[src/wsfd_pkg.sv]
package wsfd_pkg;

    // Length codes carried in the 7-bit length field
    localparam logic [6:0] LEN_16BIT_CODE = 7'd126;
    localparam logic [6:0] LEN_64BIT_CODE = 7'd127;

    // Extended length byte counts
    localparam logic [3:0] EXT_LEN_16_BYTES = 4'd2;
    localparam logic [3:0] EXT_LEN_64_BYTES = 4'd8;

    // Mask key byte count
    localparam logic [2:0] KEY_BYTES = 3'd4;

    // One received byte of the frame stream
    typedef struct packed {
        logic [7:0] data_byte;
        logic       frame_start;
    } t_in_item;

    // One unmasked payload byte with its frame tags
    typedef struct packed {
        logic [7:0] payload_byte;
        logic [3:0] frame_opcode;
        logic       frame_fin;
        logic       last_of_frame;
    } t_result;

endpackage

[src/wsfd_if.sv]
interface wsfd_byte_if import wsfd_pkg::*; ();
    logic       valid;
    logic       ready;
    logic [7:0] data_byte;
    logic       frame_start;

    modport source (output valid, output data_byte, output frame_start, input ready);
    modport sink   (input valid, input data_byte, input frame_start, output ready);
endinterface

interface wsfd_payload_if import wsfd_pkg::*; ();
    logic       valid;
    logic       ready;
    logic [7:0] payload_byte;
    logic [3:0] frame_opcode;
    logic       frame_fin;
    logic       last_of_frame;

    modport source (output valid, output payload_byte, output frame_opcode,
                    output frame_fin, output last_of_frame, input ready);
    modport sink   (input valid, input payload_byte, input frame_opcode,
                    input frame_fin, input last_of_frame, output ready);
endinterface

[src/websocket_frame_deframer.sv]
// WebSocket frame deframer: takes the received stream one byte per request, walks
// each frame header (FIN/opcode, mask bit and 7-bit length, optional 16- or 64-bit
// big-endian extended length, optional 4-byte mask key) and delivers every payload
// byte unmasked, tagged with the frame's opcode and FIN, with last_of_frame set on
// the final byte. Header bytes and empty frames deliver nothing; frame_start forces
// a restart at header byte 0. One byte is taken every cycle while the output side
// keeps up; a byte is held in the input register, then passes the parse-state
// update into the result register, from which it is shown. The parse state is
// updated once per consumed byte, which sets the one-byte-per-cycle figure.
module websocket_frame_deframer import wsfd_pkg::*; (
    input  logic          i_clk,
    input  logic          i_rst_n,
    wsfd_byte_if.sink     i_in,
    wsfd_payload_if.source o_out
);

    t_in_item in_item;
    t_in_item held_item;
    logic     held_valid;
    logic     can_load;
    logic     advance;
    logic     res_valid;
    t_result  result;
    t_result  out_result;

    assign in_item.data_byte   = i_in.data_byte;
    assign in_item.frame_start = i_in.frame_start;

    // Consume the held byte when the result register has room
    assign advance = held_valid && can_load;

    wsfd_in_stage u_in_stage (
        .i_clk     (i_clk),
        .i_rst_n   (i_rst_n),
        .i_valid   (i_in.valid),
        .o_ready   (i_in.ready),
        .i_item    (in_item),
        .i_advance (advance),
        .o_valid   (held_valid),
        .o_item    (held_item)
    );

    wsfd_parser u_parser (
        .i_clk       (i_clk),
        .i_rst_n     (i_rst_n),
        .i_advance   (advance),
        .i_item      (held_item),
        .o_res_valid (res_valid),
        .o_result    (result)
    );

    wsfd_out_stage u_out_stage (
        .i_clk      (i_clk),
        .i_rst_n    (i_rst_n),
        .i_load     (res_valid),
        .i_result   (result),
        .o_can_load (can_load),
        .o_valid    (o_out.valid),
        .i_ready    (o_out.ready),
        .o_result   (out_result)
    );

    assign o_out.payload_byte  = out_result.payload_byte;
    assign o_out.frame_opcode  = out_result.frame_opcode;
    assign o_out.frame_fin     = out_result.frame_fin;
    assign o_out.last_of_frame = out_result.last_of_frame;

endmodule

[src/wsfd_in_stage.sv]
module wsfd_in_stage import wsfd_pkg::*; (
    input  logic     i_clk,
    input  logic     i_rst_n,
    input  logic     i_valid,
    output logic     o_ready,
    input  t_in_item i_item,
    input  logic     i_advance,
    output logic     o_valid,
    output t_in_item o_item
);

    logic     r_valid;
    t_in_item r_item;

    // Take a new request when empty or when the held one moves on
    assign o_ready = !r_valid || i_advance;
    assign o_valid = r_valid;
    assign o_item  = r_item;

    // Hold the accepted byte until the parser consumes it
    always_ff @(posedge i_clk) begin
        if (!i_rst_n) begin
            r_valid <= 1'b0;
        end else if (o_ready) begin
            r_valid <= i_valid;
        end
    end

    always_ff @(posedge i_clk) begin
        if (o_ready && i_valid) begin
            r_item <= i_item;
        end
    end

endmodule

[src/wsfd_parser.sv]
module wsfd_parser import wsfd_pkg::*; (
    input  logic     i_clk,
    input  logic     i_rst_n,
    input  logic     i_advance,
    input  t_in_item i_item,
    output logic     o_res_valid,
    output t_result  o_result
);

    typedef enum logic [2:0] {
        PH_HDR0,
        PH_HDR1,
        PH_EXTLEN,
        PH_KEY,
        PH_PAYLOAD
    } t_phase;

    t_phase      r_phase,        n_phase;
    logic [3:0]  r_opcode,       n_opcode;
    logic        r_fin,          n_fin;
    logic        r_masked,       n_masked;
    logic [3:0]  r_len_left,     n_len_left;
    logic [63:0] r_payload_left, n_payload_left;
    logic [31:0] r_key,          n_key;
    logic [2:0]  r_key_left,     n_key_left;
    logic [1:0]  r_key_pos,      n_key_pos;

    t_phase      phase;
    logic [6:0]  len7;
    logic [7:0]  key_byte;
    logic        last;

    // A set frame_start forces header byte 0
    assign phase = i_item.frame_start ? PH_HDR0 : r_phase;
    assign len7  = i_item.data_byte[6:0];
    assign last  = (r_payload_left == 64'd1);

    // Select the key byte for this payload position
    always_comb begin
        case (r_key_pos)
            2'd0:    key_byte = r_key[31:24];
            2'd1:    key_byte = r_key[23:16];
            2'd2:    key_byte = r_key[15:8];
            default: key_byte = r_key[7:0];
        endcase
        if (!r_masked) begin
            key_byte = 8'd0;
        end
    end

    assign o_res_valid            = i_advance && (phase == PH_PAYLOAD);
    assign o_result.payload_byte  = i_item.data_byte ^ key_byte;
    assign o_result.frame_opcode  = r_opcode;
    assign o_result.frame_fin     = r_fin;
    assign o_result.last_of_frame = last;

    // Next parse state for the byte at hand
    always_comb begin
        n_phase        = r_phase;
        n_opcode       = r_opcode;
        n_fin          = r_fin;
        n_masked       = r_masked;
        n_len_left     = r_len_left;
        n_payload_left = r_payload_left;
        n_key          = r_key;
        n_key_left     = r_key_left;
        n_key_pos      = r_key_pos;
        unique case (phase)
            PH_HDR1: begin
                n_masked = i_item.data_byte[7];
                if (len7 == LEN_16BIT_CODE) begin
                    n_payload_left = 64'd0;
                    n_len_left     = EXT_LEN_16_BYTES;
                    n_phase        = PH_EXTLEN;
                end else if (len7 == LEN_64BIT_CODE) begin
                    n_payload_left = 64'd0;
                    n_len_left     = EXT_LEN_64_BYTES;
                    n_phase        = PH_EXTLEN;
                end else begin
                    n_len_left     = 4'd0;
                    n_payload_left = {57'd0, len7};
                    if (i_item.data_byte[7]) begin
                        n_key_left = KEY_BYTES;
                        n_key_pos  = 2'd0;
                        n_phase    = PH_KEY;
                    end else if (len7 == 7'd0) begin
                        n_phase = PH_HDR0;
                    end else begin
                        n_key_pos = 2'd0;
                        n_phase   = PH_PAYLOAD;
                    end
                end
            end
            PH_EXTLEN: begin
                n_payload_left = {r_payload_left[55:0], i_item.data_byte};
                n_len_left     = r_len_left - 4'd1;
                if (r_len_left == 4'd1) begin
                    if (r_masked) begin
                        n_key_left = KEY_BYTES;
                        n_key_pos  = 2'd0;
                        n_phase    = PH_KEY;
                    end else if (n_payload_left == 64'd0) begin
                        n_phase = PH_HDR0;
                    end else begin
                        n_key_pos = 2'd0;
                        n_phase   = PH_PAYLOAD;
                    end
                end
            end
            PH_KEY: begin
                n_key      = {r_key[23:0], i_item.data_byte};
                n_key_left = r_key_left - 3'd1;
                if (r_key_left == 3'd1) begin
                    n_key_pos = 2'd0;
                    n_phase   = (r_payload_left == 64'd0) ? PH_HDR0 : PH_PAYLOAD;
                end
            end
            PH_PAYLOAD: begin
                n_payload_left = r_payload_left - 64'd1;
                n_key_pos      = r_key_pos + 2'd1;
                if (last) begin
                    n_phase = PH_HDR0;
                end
            end
            default: begin
                n_fin          = i_item.data_byte[7];
                n_opcode       = i_item.data_byte[3:0];
                n_masked       = 1'b0;
                n_len_left     = 4'd0;
                n_payload_left = 64'd0;
                n_key_left     = 3'd0;
                n_key_pos      = 2'd0;
                n_phase        = PH_HDR1;
            end
        endcase
    end

    // Advance the parse state once per consumed byte
    always_ff @(posedge i_clk) begin
        if (!i_rst_n) begin
            r_phase        <= PH_HDR0;
            r_opcode       <= 4'd0;
            r_fin          <= 1'b0;
            r_masked       <= 1'b0;
            r_len_left     <= 4'd0;
            r_payload_left <= 64'd0;
            r_key          <= 32'd0;
            r_key_left     <= 3'd0;
            r_key_pos      <= 2'd0;
        end else if (i_advance) begin
            r_phase        <= n_phase;
            r_opcode       <= n_opcode;
            r_fin          <= n_fin;
            r_masked       <= n_masked;
            r_len_left     <= n_len_left;
            r_payload_left <= n_payload_left;
            r_key          <= n_key;
            r_key_left     <= n_key_left;
            r_key_pos      <= n_key_pos;
        end
    end

endmodule

[src/wsfd_out_stage.sv]
module wsfd_out_stage import wsfd_pkg::*; (
    input  logic    i_clk,
    input  logic    i_rst_n,
    input  logic    i_load,
    input  t_result i_result,
    output logic    o_can_load,
    output logic    o_valid,
    input  logic    i_ready,
    output t_result o_result
);

    logic    r_valid;
    t_result r_result;

    // Room when empty or when the held result is taken this cycle
    assign o_can_load = !r_valid || i_ready;
    assign o_valid    = r_valid;
    assign o_result   = r_result;

    always_ff @(posedge i_clk) begin
        if (!i_rst_n) begin
            r_valid <= 1'b0;
        end else if (o_can_load) begin
            r_valid <= i_load;
        end
    end

    // Hold the result until the sink takes it
    always_ff @(posedge i_clk) begin
        if (o_can_load && i_load) begin
            r_result <= i_result;
        end
    end

endmodule

[src/flat_wrapper.sv]
// flat-port wrapper written by rule: the top's interface ports become plain ports
module websocket_frame_deframer_flat import wsfd_pkg::*;
  (i_clk, i_rst_n, i_in_valid, i_in_data_byte, i_in_frame_start, i_in_ready, o_out_valid, o_out_payload_byte, o_out_frame_opcode, o_out_frame_fin, o_out_last_of_frame, o_out_ready);
  wsfd_byte_if i_in_i ();
  wsfd_payload_if o_out_i ();
  input  logic i_clk;
  input  logic i_rst_n;
  input wire logic [$bits(i_in_i.valid)-1:0] i_in_valid;
  input wire logic [$bits(i_in_i.data_byte)-1:0] i_in_data_byte;
  input wire logic [$bits(i_in_i.frame_start)-1:0] i_in_frame_start;
  output wire logic [$bits(i_in_i.ready)-1:0] i_in_ready;
  output wire logic [$bits(o_out_i.valid)-1:0] o_out_valid;
  output wire logic [$bits(o_out_i.payload_byte)-1:0] o_out_payload_byte;
  output wire logic [$bits(o_out_i.frame_opcode)-1:0] o_out_frame_opcode;
  output wire logic [$bits(o_out_i.frame_fin)-1:0] o_out_frame_fin;
  output wire logic [$bits(o_out_i.last_of_frame)-1:0] o_out_last_of_frame;
  input wire logic [$bits(o_out_i.ready)-1:0] o_out_ready;
  assign i_in_i.valid = i_in_valid;
  assign i_in_i.data_byte = i_in_data_byte;
  assign i_in_i.frame_start = i_in_frame_start;
  assign i_in_ready = i_in_i.ready;
  assign o_out_valid = o_out_i.valid;
  assign o_out_payload_byte = o_out_i.payload_byte;
  assign o_out_frame_opcode = o_out_i.frame_opcode;
  assign o_out_frame_fin = o_out_i.frame_fin;
  assign o_out_last_of_frame = o_out_i.last_of_frame;
  assign o_out_i.ready = o_out_ready;
  websocket_frame_deframer u_core (.i_clk(i_clk), .i_rst_n(i_rst_n), .i_in(i_in_i), .o_out(o_out_i));
endmodule
[config.mk]
export PLATFORM = sky130hd
export DESIGN_NAME = websocket_frame_deframer_flat
export DESIGN_NICKNAME = d
export VERILOG_FILES = /design/src/wsfd_pkg.sv /design/src/wsfd_if.sv /design/src/websocket_frame_deframer.sv /design/src/wsfd_in_stage.sv /design/src/wsfd_parser.sv /design/src/wsfd_out_stage.sv /design/src/flat_wrapper.sv
export SDC_FILE = /design/constraint.sdc
export NUM_CORES = 1
export LEC_CHECK = 0
export ABC_CLOCK_PERIOD_IN_PS = 2700
export BUFFER_PORTS_ARGS = -buffer_cell sky130_fd_sc_hd__buf_2
export CAP_MARGIN = 20
export CORE_MARGIN = 5
export CORE_UTILIZATION = 59
export DETAILED_ROUTE_END_ITERATION = 8
export PLACE_DENSITY = 0.77
export SLEW_MARGIN = 20
export SYNTH_ARGS = -nofsm -noshare
export SYNTH_HDL_FRONTEND = slang
export SYNTH_SLANG_ARGS = --single-unit
[constraint.sdc]
create_clock -name i_clk -period 2.7 [get_ports i_clk]
set_clock_uncertainty 0.05 [all_clocks]
set_input_delay 0.27 -clock i_clk [delete_from_list [all_inputs] [get_ports i_clk]]
set_output_delay 0.27 -clock i_clk [all_outputs]
set_load 0.01 [all_outputs]
==> results of run 1 <==
==> cell type report <==
| cell class | instances | area, um^2 | share of cell area [%] |
|---|---|---|---|
| Clock buffer | 19 | 454 | 5.29 |
| Clock inverter | 13 | 155 | 1.81 |
| Inverter | 13 | 48.8 | 0.568 |
| Multi-Input combinational cell | 693 | 4110 | 47.9 |
| Sequential cell | 139 | 3010 | 35.1 |
| Tap cell | 172 | 215 | 2.51 |
| Timing Repair Buffer | 81 | 586 | 6.82 |
==> per-layer routing <==
metal | wire length, um | up-vias | part of all wire, % | GRT usage [%]
met5 | 0 | - | 0 | 0
li1 | - | 3401 | - | -
met1 | 9050 | 3502 | 40 | 42.0
met4 | 758 | 0 | 3.4 | 12.5
met2 | 10300 | 504 | 46 | 47.3
met3 | 2390 | 90 | 11 | 7.01
==> logic make-up after synthesis <==
logic type	after synthesis	share of synthesized area, %
AOI/OAI and AO/OA	236	20.4
xor gates and xnor gates	38	4.48
adders and majority gates	10	1.69
buffers and inverters	77	4.27
DFF	139	40.6
muxes	14	1.91
and+or+nand+nor	395	26.7
==> layout by cell type, fill, tap and decap left out, drive strengths merged, types with 15 or more instances in the layout <==
cell and n:
edfxtp 23, xnor2 23, nor4 30, a22oi 25
o22ai 16, clkbuf 19, buf 72, inv 17
nand3 29, dfxtp 116, nor2 74, xor2 15
nand2 163, a21oi 72, nor3 37, o21ai 57
==> state kept, by name, indices dropped and copies added, names as in the netlist, 2 cells and up <==
name and flops:
u_core.u_parser.r_payload_left 64, u_core.u_parser.r_key 32, u_core.u_out_stage.o_result 14, u_core.u_in_stage.o_item 9
u_core.u_parser.r_len_left 4, u_core.u_parser.r_opcode 4, u_core.u_parser.r_key_left 3, u_core.u_parser.r_phase 3
u_core.u_parser.r_key_pos 2
==> worst max-delay path: cells and delay by family, from the launching register on <==
family / cells / cell delay, ns
AO/OA/AOI/OAI: 3 / 0.64
adder cells (fa/ha/maj): 1 / 0.20
buffers and inverters: 1 / 0.13
flip-flops: 1 / 0.36
AND/OR/NAND/NOR: 3 / 1.04
==> worst max path at each step <==
stage,from,endpoint
floorplan,u_core.u_parser.r_payload_left[0]$_SDFFE_PN0P_,u_core.u_parser.r_payload_left[56]$_SDFFE_PN0P_
global placement,u_core.u_parser.r_payload_left[0]$_SDFFE_PN0P_,u_core.u_parser.r_payload_left[62]$_SDFFE_PN0P_
detailed placement,u_core.u_parser.r_payload_left[0]$_SDFFE_PN0P_,u_core.u_parser.r_payload_left[62]$_SDFFE_PN0P_
CTS,u_core.u_parser.r_payload_left[0]$_SDFFE_PN0P_,u_core.u_parser.r_payload_left[62]$_SDFFE_PN0P_
global route,u_core.u_parser.r_payload_left[0]$_SDFFE_PN0P_,u_core.u_parser.r_payload_left[56]$_SDFFE_PN0P_
finish,u_core.u_parser.r_payload_left[0]$_SDFFE_PN0P_,u_core.u_parser.r_payload_left[62]$_SDFFE_PN0P_
==> report_power, final <==
| part | switching [mW] | internal (mW) |
|---|---|---|
| Clock | 0.981 | 1.44 |
| Combinational | 0.241 | 0.148 |
| Sequential | 0.0433 | 2.13 |
==> per-stage QoR <==
stage | hold WS, ns | area (um^2)
final | 0.0344 | 8580
after global routing | 0.0564 | 8580
after CTS | 0.0339 | 8580
after detailed placement | 0.375 | 7890
after global placement | 0.366 | 7890
after floorplan | 0.319 | 7420
==> repair_timing <==
action                     in CTS  in global routing
hold buffers                    9                  0
hold endpoints to repair        9                  0
setup endpoints to repair       0                  0
==> results.md, run 1 <==
* Tcrit/Tclk final at 95.3%
* Crit path capture type: flip-flop
* Routability cong. at 0.981
* Die height at 122 um
* Clock latency at the later pin of the worst-skew pair at 0.43 ns
* Setup violations, final at 0
* Port bufs at 28
* Critical Path Max Stage Delay at 0.54 ns
* Critical path, cell by cell: inv_1, ha_1, or3b_2, nor3_2, nand4_2, o31a_2, o21ai_0, a31oi_1
* Asr flop ratio synth at 0%
* GRT Resource Usage Total at 30.8%
* Setup WS post-layout at 0.127 ns
* CTS Root Cell: clkbuf_16
* Setup TNS at 0 ns
* Top-count cell post-synth: nand2_1
* Final core occ at 68.9%
* Top-area cell type share of the netlist area at 31.3%
* CTS tree: built
* Fillers at ~990
* TritonRoute pass-1 iters at 9
* Vias per inst at approximately 6.6
* Place WS at 0.178 ns
* Post-Route WL at roughly 22000 um
* Final Critical Period at 2.57 ns
* Placed instance count at approximately 1100
* Hold-critical path depth at 3
* Top_reg_cell synth: dfxtp_1
* Core area at roughly 12000 um^2
* I/O pin count at 29
* Top post-synthesis cells by count: nand2_1, dfxtp_1, nor2_1
* Status: finished, final reports clean
* Synth-to-layout area growth at 15.7%
* P_leak at 3.18 nW
* Final Hold Vio Count at 0
* Worst EP arrival at 2.80 ns
* Htree depth at 4
* Wirelength per Cell at 19.9 um
* Total clock sinks at 139
* Worst r2r src: u_core.u_parser.r_payload_left[0]$_SDFFE_PN0P_
* Synth unique cells at between 70 and 80
* Total power draw at 4.98 mW
* Initial DRC Count at 1331
* DRT antenna net count at 0
* Max Fclk at between 300 and 400 MHz
* Critical Path Fanout Max at 9
* Die width at 122 um
* Slew @ Worst Pin at 0.916 ns
* Max-cap violations at 0
* CTS max path bufs at 2
* Post-CTS Setup Repair Bufs at 0
* FF-to-FF End: u_core.u_parser.r_payload_left[62]$_SDFFE_PN0P_
* Worst reg2reg setup slack at 0.13 ns
* Post-DP HPWL at 14700 um
* Number of CTS-inserted buffers at 17
* Net Count, Synth at 932
* N_diodes at 0
* Layout cell share with drive strength beyond 1 at about 15%
* Post-synth EDFFs at 23
* Startpoint Class: flip-flop
* Fin. max-slew vios at 0
* Synth Warn # at 0
* Initial Utilization at 59.5%
* Peak ir drop on the vdd network at between 0.3 and 0.4 mV
* #FFs+latches synth at approximately 140
* Synth area leader: dfxtp_1
* Worst r2r path cells at 8
* NumNets Final at around 970
* Main area contributors after synthesis: dfxtp_1, edfxtp_1, nand2_1
* First-pass GRT wire length at 36500 um
* Max_slew headroom at around two fifths
* CTS-repair resized insts at 0
* Vias at ~7500
* Min-delay src: i_in_valid
* Syn_area_per_cell at 8.16 um^2
* CTS clock-pin slew for the worst setup and hold paths at ~0.070 ns
* Largest net degree at the start of global routing at 85
* Die area at 14900 um^2
* Hold WC Path Type: in2reg
* Number of remaining DRC errors at 0
* Synth Cell Area at about 7400 um^2
* Seq/Total Area, Yosys at 40.6%
* CP required at between 2 and 3 ns
* CP Class: reg2reg
* Hold Path Sink: u_core.u_in_stage.o_valid$_SDFFE_PN0N_
* Gate Count Post-Synth at 909
* Initial antenna violation count at 0
* Fin cells at 1130
* Power per cell area at 580 nW/um^2
* Grt total ovfl at 0
* Vias in the first global route at 7036
* Unrepaired setup endpoints after global routing: no
* CP max stage cell: or3b_2
* Core Rows at ~40
(Power assumes the default switching activity.)
==> inputs of run 2 (changes only) <==
Settings changed: ABC_AREA from default to 1, PLACE_DENSITY 0.77 to 0.76.
==> results.md, run 2 <==
* Status: finished, final reports clean (unchanged)
* CP startpoint: u_core.u_in_stage.o_item[0]$_DFFE_PP_ (was u_core.u_parser.r_payload_left[0]$_SDFFE_PN0P_)
* Setup TNS at 0 ns (unchanged)
* Synth Cell Area at 8300 um^2 (was 7420 um^2)
* Grt total ovfl at 0 (unchanged)
* Post-Route WL at 23600 um (was 22500 um)
* Critical path capture point: u_core.u_parser.r_payload_left[6]$_SDFFE_PN0P_ (was u_core.u_parser.r_payload_left[62]$_SDFFE_PN0P_)
* N_diodes at 0 (unchanged)
* Met3 routed WL at 1290 um (was 2390 um)
* CTS-repair resized insts at 0 (unchanged)
* Sw frac at 26.4% (was 25.4%)
* Synth area leader: dfxtp_1 (unchanged)
* Max reg flops at 64 (unchanged)
* Fin. max-slew vios at 0 (unchanged)
* Top_reg_cell synth: dfxtp_1 (unchanged)
* Synth Warn # at 0 (unchanged)
* Most frequent cells in the layout: nand2_1, nor2_1, dfxtp_1, a21oi_1, inv_1 (was nand2_1, dfxtp_1, nor2_1, a21oi_1, o21ai_0)
* Post-CTS Hold Buffers at 9 (unchanged)
* Seq/Total Area, Yosys at 36.3% (was 40.6%)
* Asr flop ratio synth at 0% (unchanged)
* Power per cell area at 525 nW/um^2 (was 580 nW/um^2)
* Slew @ Worst Pin at 0.758 ns (was 0.916 ns)
* Worst r2r path cells at 6 (was 8)
* Post-synth EDFFs at 23 (unchanged)
* GRT Resource Usage Total at 28.9% (was 30.8%)
* Post-CTS Setup Repair Bufs at 0 (unchanged)
* Worst EP arrival at 2.32 ns (was 2.80 ns)
* Critical Path Fanout Max at 64 (was 9)
* Crit path capture type: flip-flop (unchanged)
* FF-to-FF End: u_core.u_parser.r_payload_left[6]$_SDFFE_PN0P_ (was u_core.u_parser.r_payload_left[62]$_SDFFE_PN0P_)
* Vias at 8421 (was 7497)
* CTS tree: built (unchanged)
* Gate Count Post-Synth at 1315 (was 909)
* Port bufs at 28 (unchanged)
* Startpoint Class: flip-flop (unchanged)
* Fillers at 1297 (was 985)
* CTS clock-pin slew for the worst setup and hold paths at 0.06 ns (was 0.07 ns)
* CP Class: reg2reg (unchanged)
* Initial DRC Count at 763 (was 1331)
* Syn_area_per_cell at 6.31 um^2 (was 8.16 um^2)
* Vias per inst at 5.52 (was 6.63)
* Routability cong. at 0.944 (was 0.981)
* Routed wl met2 at 11200 um (was 10300 um)
* Initial antenna violation count at 0 (unchanged)
* P_leak at 4.20 nW (was 3.18 nW)
* TritonRoute pass-1 iters at 6 (was 9)
* CP required at 2.99 ns (was 2.93 ns)
* Initial Utilization at 60.0% (was 59.5%)
* Number of remaining DRC errors at 0 (unchanged)
* Max Fclk at 494 MHz (was 389 MHz)
* Logic pwr share at 8.3% (was 7.8%)
* I/O pin count at 29 (unchanged)
* Final Hold Vio Count at 0 (unchanged)
* Sw Pwr at 1.28 mW (was 1.27 mW)
* Top-area cell type share of the netlist area at 28.0% (was 31.3%)
* Worst reg2reg setup slack at 0.68 ns (was 0.13 ns)
* Max_slew headroom at 49.4% (was 38.9%)
* CTS max path bufs at 2 (unchanged)
* Met1 WL at 10000 um (was 9050 um)
* Top-count cell post-synth: nand2_1 (unchanged)
* NumNets Final at 1355 (was 968)
* #FFs+latches synth at 139 (unchanged)
* Hold_ws at 0.0764 ns (was 0.0344 ns)
* Worst r2r src: u_core.u_in_stage.o_item[0]$_DFFE_PP_ (was u_core.u_parser.r_payload_left[0]$_SDFFE_PN0P_)
* Number of CTS-inserted buffers at 17 (unchanged)
* Sequential power share at 44.6% (was 43.6%)
* Max-cap violations at 0 (unchanged)
* Main area contributors after synthesis: dfxtp_1, nand2_1, nor2_1 (was dfxtp_1, edfxtp_1, nand2_1)
* Tcrit/Tclk final at 75.0% (was 95.3%)
* Synth-to-layout area growth at 11.2% (was 15.7%)
* Clock power frac at 47.2% (was 48.5%)
* Final Critical Period at 2.02 ns (was 2.57 ns)
* Peak ir drop on the vdd network at 0.444 mV (was 0.398 mV)
* Core Rows at 43 (was 41)
* Post-DP HPWL at 16200 um (was 14700 um)
* Unrepaired setup endpoints after global routing: no (unchanged)
* Vias in the first global route at 7739 (was 7036)
* First-pass GRT wire length at 38300 um (was 36500 um)
* DRT antenna net count at 0 (unchanged)
* CTS Root Cell: clkbuf_16 (unchanged)
* P_int at 3.57 mW (was 3.71 mW)
* Die height at 129 um (was 122 um)
* Wirelength per Cell at 15.5 um (was 19.9 um)
* Top post-synthesis cells by count: nand2_1, nor2_1, dfxtp_1 (was nand2_1, dfxtp_1, nor2_1)
* Commonest non-fill, non-tap cell in the layout: nand2_1 (unchanged)
* Die area at 16500 um^2 (was 14900 um^2)
* Synth unique cells at 35 (was 72)
* Total power draw at 4.84 mW (was 4.98 mW)
* Clock latency at the later pin of the worst-skew pair at 0.42 ns (was 0.43 ns)
* Die width at 129 um (was 122 um)
* Htree depth at 4 (unchanged)
* Max layer used: met4 (unchanged)
* Layout cell share with drive strength beyond 1 at 8.92% (was 14.5%)
* Total clock sinks at 139 (unchanged)
* Net Count, Synth at 1338 (was 932)
* Most flops, register: u_core.u_parser.r_payload_left (unchanged)
* Core area at 13800 um^2 (was 12500 um^2)
* Largest net degree at the start of global routing at 74 (was 85)
* Setup violations, final at 0 (unchanged)
* Hold WC Path Type: in2reg (unchanged)
## run 2: how the worst min path moves through the flow
| stage | start | end | slack (ns) | cells past startpoint |
|---|---|---|---|---|
| finish | i_in_valid | u_core.u_in_stage.o_valid$_SDFFE_PN0N_ | 0.08 | 3 |
| floorplan | i_in_frame_start | u_core.u_in_stage.o_item[0]$_DFFE_PP_ | 0.32 | 0 |
| detailed placement | u_core.u_parser.r_opcode[2]$_SDFFE_PN0P_ | u_core.u_out_stage.o_result[4]$_DFFE_PP_ | 0.37 | 0 |
| global placement | u_core.u_parser.r_opcode[3]$_SDFFE_PN0P_ | u_core.u_out_stage.o_result[5]$_DFFE_PP_ | 0.36 | 0 |
| global route | i_in_valid | u_core.u_in_stage.o_valid$_SDFFE_PN0N_ | 0.12 | 3 |
| CTS | i_in_valid | u_core.u_in_stage.o_valid$_SDFFE_PN0N_ | 0.08 | 3 |
## run 2: power groups by stage
| stage | Clock, mW | Combinational (mW) | Sequential (mW) |
|---|---|---|---|
| final | 2.28 | 0.401 | 2.16 |
| after CTS | 2.30 | 0.397 | 2.16 |
| after floorplan | 0 | 0.289 | 2.20 |
| after global routing | 2.41 | 0.445 | 2.16 |
| after global placement | 0 | 0.378 | 2.20 |
| after detailed placement | 0 | 0.383 | 2.20 |
## run 2: critical path, cell delays in order, from the launching register on
cell and delay, ns:
edfxtp_1 0.39, nor2_1 0.18, nand2_1 0.21, nand2_2 0.16
buf_4 0.58, nand2_1 0.16, a21oi_1 0.21
## run 2: logic make-up after synthesis
family	count (synthesis)	synth area share, %
buf+inv	156	7.31
flops	139	36.3
fa+ha+maj	10	1.51
simple gates	783	40.1
xor+xnor	11	1.16
compound gates	216	13.6
## run 2: per-stage QoR
step / util [%] / area, um^2 / worst slack, ns / std cells
4_1_cts: 66.7 / 9230 / 0.675 / 1525
5_1_grt: 66.7 / 9230 / 0.468 / 1525
3_3_place_gp: 61.9 / 8570 / 0.790 / 1484
2_1_floorplan: - / 8300 / 0.774 / 1315
6_report: 66.7 / 9230 / 0.675 / 1525
3_5_place_dp: 61.9 / 8570 / 0.781 / 1484
## run 2: final cells by class
class	count	area, um^2	share of cell area, %
Clock buffer	18	439	4.76
Clock inverter	14	134	1.45
Sequential cell	139	3010	32.6
Timing Repair Buffer	48	338	3.66
Multi-Input combinational cell	1020	4680	50.7
Inverter	106	398	4.31
Tap cell	180	225	2.44
## run 2: layer usage
layer	GRT usage (%)	up-vias
met2	47.4	287
met1	36.8	3815
met5	0	-
li1	-	4245
met4	13.9	0
met3	5.27	74
==> inputs of run 3 (changes only) <==
Settings changed: ABC_AREA 1 to 0, ABC_CLOCK_PERIOD_IN_PS 2700 to 1800, CORE_UTILIZATION 59 to 56.
Clock period 2.7 ns to 1.8 ns, I/O delays scaled along.
==> results.md, run 3 <==
* Post-DP Area at 9620 um^2 (was 8570 um^2)
* CTS Root Cell: clkbuf_16 (unchanged)
* Die height at 125 um (was 129 um)
* Largest net degree at the start of global routing at 60
* Die width at 125 um (was 129 um)
* GRT worst endpoint: u_core.u_parser.r_phase[2]$_SDFFE_PN0P_/D
* Htree depth at 4 (unchanged)
* Main area contributors after synthesis: dfxtp_1, edfxtp_1, nand2_1 (was dfxtp_1, nand2_1, nor2_1)
* Syn_area_per_cell at 8.16 um^2 (was 6.31 um^2)
* Synth Warn # at 0 (unchanged)
* Top-count cell post-synth: nand2_1 (unchanged)
* Top-area cell type share of the netlist area at 31.3% (was 28.0%)
* Top_reg_cell synth: dfxtp_1 (unchanged)
* Routability cong. at 1.02 (was 0.944)
* CTS max path bufs at 2 (unchanged)
* Top post-synthesis cells by count: nand2_1, dfxtp_1, nor2_1 (was nand2_1, nor2_1, dfxtp_1)
* Post-synth EDFFs at 23 (unchanged)
* Number of CTS-inserted buffers at 17 (unchanged)
* Synth unique cells at 72 (was 35)
* Error message: [ERROR DPL-0038] Utilization greater than 100%, impossible to legalize
* Seq/Total Area, Yosys at 40.6% (was 36.3%)
* Post-DP HPWL at 17700 um (was 16200 um)
* Worst-path endpoint category: register data pin
* Total clock sinks at 139 (unchanged)
* Synth Cell Area at 7420 um^2 (was 8300 um^2)
* Initial Utilization at 56.5% (was 60.0%)
* Failed at: 5_1_grt
* Synth area leader: dfxtp_1 (unchanged)
* Port bufs at 28 (unchanged)
* Net Count, Synth at 932 (was 1338)
* Gate Count Post-Synth at 909 (was 1315)
* Asr flop ratio synth at 0% (unchanged)
* #FFs+latches synth at 139 (unchanged)
* I/O pin count at 29 (unchanged)
* Core Rows at 42 (was 43)
* Status: aborted with a tool error (was finished, final reports clean)
## run 3: what timing repair did
action,4_1_cts
setup buffers,62
hold endpoints to repair,10
gates resized for setup,216
hold buffers,10
cloned,6
pin swaps,117
setup endpoints to repair,126
## run 3: cells by family after synthesis
kind of cell               count (synthesis)  share of synthesized area [%]
AOI/OAI and AO/OA                        236                           20.4
xor gates and xnor gates                  38                           4.48
adders and majority gates                 10                           1.69
buffers and inverters                     77                           4.27
DFF                                      139                           40.6
muxes                                     14                           1.91
and+or+nand+nor                          395                           26.7
## run 3: metrics by stage
stage               hold WS [ns]  util, %  instances  setup WS (ns)
detailed placement         0.308     73.2       1275         -0.523
CTS                        0.101     89.1       1380         -0.482
global placement           0.306     73.2       1275         -0.463
floorplan                  0.229        -        909         -0.474
==> inputs of run 4 (changes only) <==
Settings changed: ABC_CLOCK_PERIOD_IN_PS 1800 to 2300, CORE_UTILIZATION 56 to 40, PLACE_DENSITY 0.76 to default, PLACE_DENSITY_LB_ADDON from default to 0.15.
Clock period 1.8 ns to 2.3 ns, I/O delays scaled along.
==> results.md, run 4 (same netlist as run 1, synthesis figures left out) <==
* Crit path capture type: flip-flop
* NumNets Final at 1094
* Failing checks: negative setup slack
* CTS tree: built
* DRT antenna net count at 0
* Place WS at -0.0972 ns (was -0.523 ns)
* CP required at roughly 2.6 ns
* CTS max path bufs at 2 (unchanged)
* CTS clock-pin slew for the worst setup and hold paths at roughly 0.060 ns
* Number of remaining DRC errors at 0
* TritonRoute pass-1 iters at 5
* Initial DRC Count at 682
* Grt total ovfl at 0
* Most flops, register: u_core.u_parser.r_payload_left
* Setup violations, final at 1
* Max reg flops at 64
* Post-DP HPWL at 17100 um (was 17700 um)
* Peak ir drop on the vdd network at 0.515 mV
* Commonest non-fill, non-tap cell in the layout: nand2_1
* Synth-to-layout area growth at 34.3%
* Htree depth at 4 (unchanged)
* Placed instance count at 1254 (was 1275)
* CP Class: reg2reg
* Initial Utilization at 41.0% (was 56.5%)
* Tcrit/Tclk final at 101%
* Hold_ws at around 0.13 ns
* Post-Route WL at 24800 um
* Total clock sinks at 139 (unchanged)
* Unrepaired setup endpoints after global routing: yes
* Power per cell area at 598 nW/um^2
* Setup TNS at -0.0200 ns
* Fin area at 9970 um^2
* Post-DP Area at 8880 um^2 (was 9620 um^2)
* Max Fclk at 431 MHz
* Worst EP arrival at 2.59 ns
* Hold WC Path Type: in2reg
* Die width at 146 um (was 125 um)
* I/O pin count at 29 (unchanged)
* Clock latency at the later pin of the worst-skew pair at 0.43 ns
* Core area at 18100 um^2
* Routability cong. at 0.895 (was 1.02)
* Total power draw at between 5 and 6 mW
* Max_slew headroom at between 50% and 60%
* Critical Path Fanout Max at 3
* Layout cell share with drive strength beyond 1 at 29.0%
* Initial antenna violation count at 0
* Die area at 21400 um^2
* Setup WS post-layout at -0.0200 ns
* Final Critical Period at 2.32 ns
* Vias in the first global route at 7015
* Largest net degree at the start of global routing at 56
* Status: finished, violations left (was aborted with a tool error)
* Port bufs at 28 (unchanged)
* Die height at 146 um (was 125 um)
* Vias per inst at roughly 5.8
* Startpoint Class: flip-flop
* Max-cap violations at 0
* Most frequent cells in the layout: nand2_1, buf_4, dfxtp_1, a21oi_1, nor2_1
* CTS Root Cell: clkbuf_16 (unchanged)
* Final core occ at 55.1%
* N_diodes at 0
* Final Hold Vio Count at 0
* Core Rows at 49 (was 42)
* Worst reg2reg setup slack at -0.02 ns
* Vias at ~7600
* Wirelength per Cell at 18.9 um
* P_leak at 3.92 nW
* First-pass GRT wire length at slightly below 40000 um
* Fin cells at 1313
* Slew @ Worst Pin at 0.603 ns
* Number of CTS-inserted buffers at 17 (unchanged)
* Fin. max-slew vios at 0
* GRT Resource Usage Total at 22.3%
==> run 4: report_power, final <==
group / internal [mW] / switching [mW] / leakage (nW)
combinational: 0.277 / 0.353 / 2.47
clock: 1.60 / 1.22 / 0.296
sequential: 2.50 / 0.0252 / 1.16
==> run 4: path summary, 6_finish.rpt <==
check                                                                        to                                       startpoint  cells after the start
worst max-delay path                    u_core.u_parser.r_phase[2]$_SDFFE_PN0P_  u_core.u_parser.r_payload_left[30]$_SDFFE_PN0P_                      6
worst min register to register         u_core.u_out_stage.o_result[3]$_DFFE_PP_         u_core.u_parser.r_opcode[1]$_SDFFE_PN0P_                      0
worst min-delay path            u_core.u_parser.r_payload_left[56]$_SDFFE_PN0P_                                          i_rst_n                      2
worst max register to register          u_core.u_parser.r_phase[2]$_SDFFE_PN0P_  u_core.u_parser.r_payload_left[30]$_SDFFE_PN0P_                      6
==> run 4: cell type report <==
cell class	count	area, um^2
well taps	229	287
inverters	13	53.8
fillers	1627	8120
multi-input cells	694	4380
flip-flops and latches	139	3030
clock inverters	14	145
repair buffers	206	1620
clock buffers	18	450
==> run 4: critical path, cell delays in order, from the launching register on <==
cell and delay (ns):
dfxtp_1 0.31, or3_4 0.40, or4_4 0.48, or3_4 0.41
nor3_4 0.22, o21ai_2 0.12, a32o_1 0.23
==> run 4: layer usage <==
layer  global-route usage (%)  up-vias  wire (um)  part of all wire [%]
li1                         -     3655          -                     -
met1                     31.6     3620      11600                    47
met2                     34.6      247      11300                    46
met3                     4.18       38       1480                   5.9
met4                     7.01        0        401                   1.6
met5                        0        -          0                     0
==> run 4: timing repair <==
action                                  in CTS  in global routing
gates cloned                                 0                  1
pin swaps                                    1                 21
resized for setup                            8                 56
endpoints found under the setup margin      10                 24
hold buffers                                10                  0
setup buffers                                1                 15
hold endpoints to repair                    10                  0
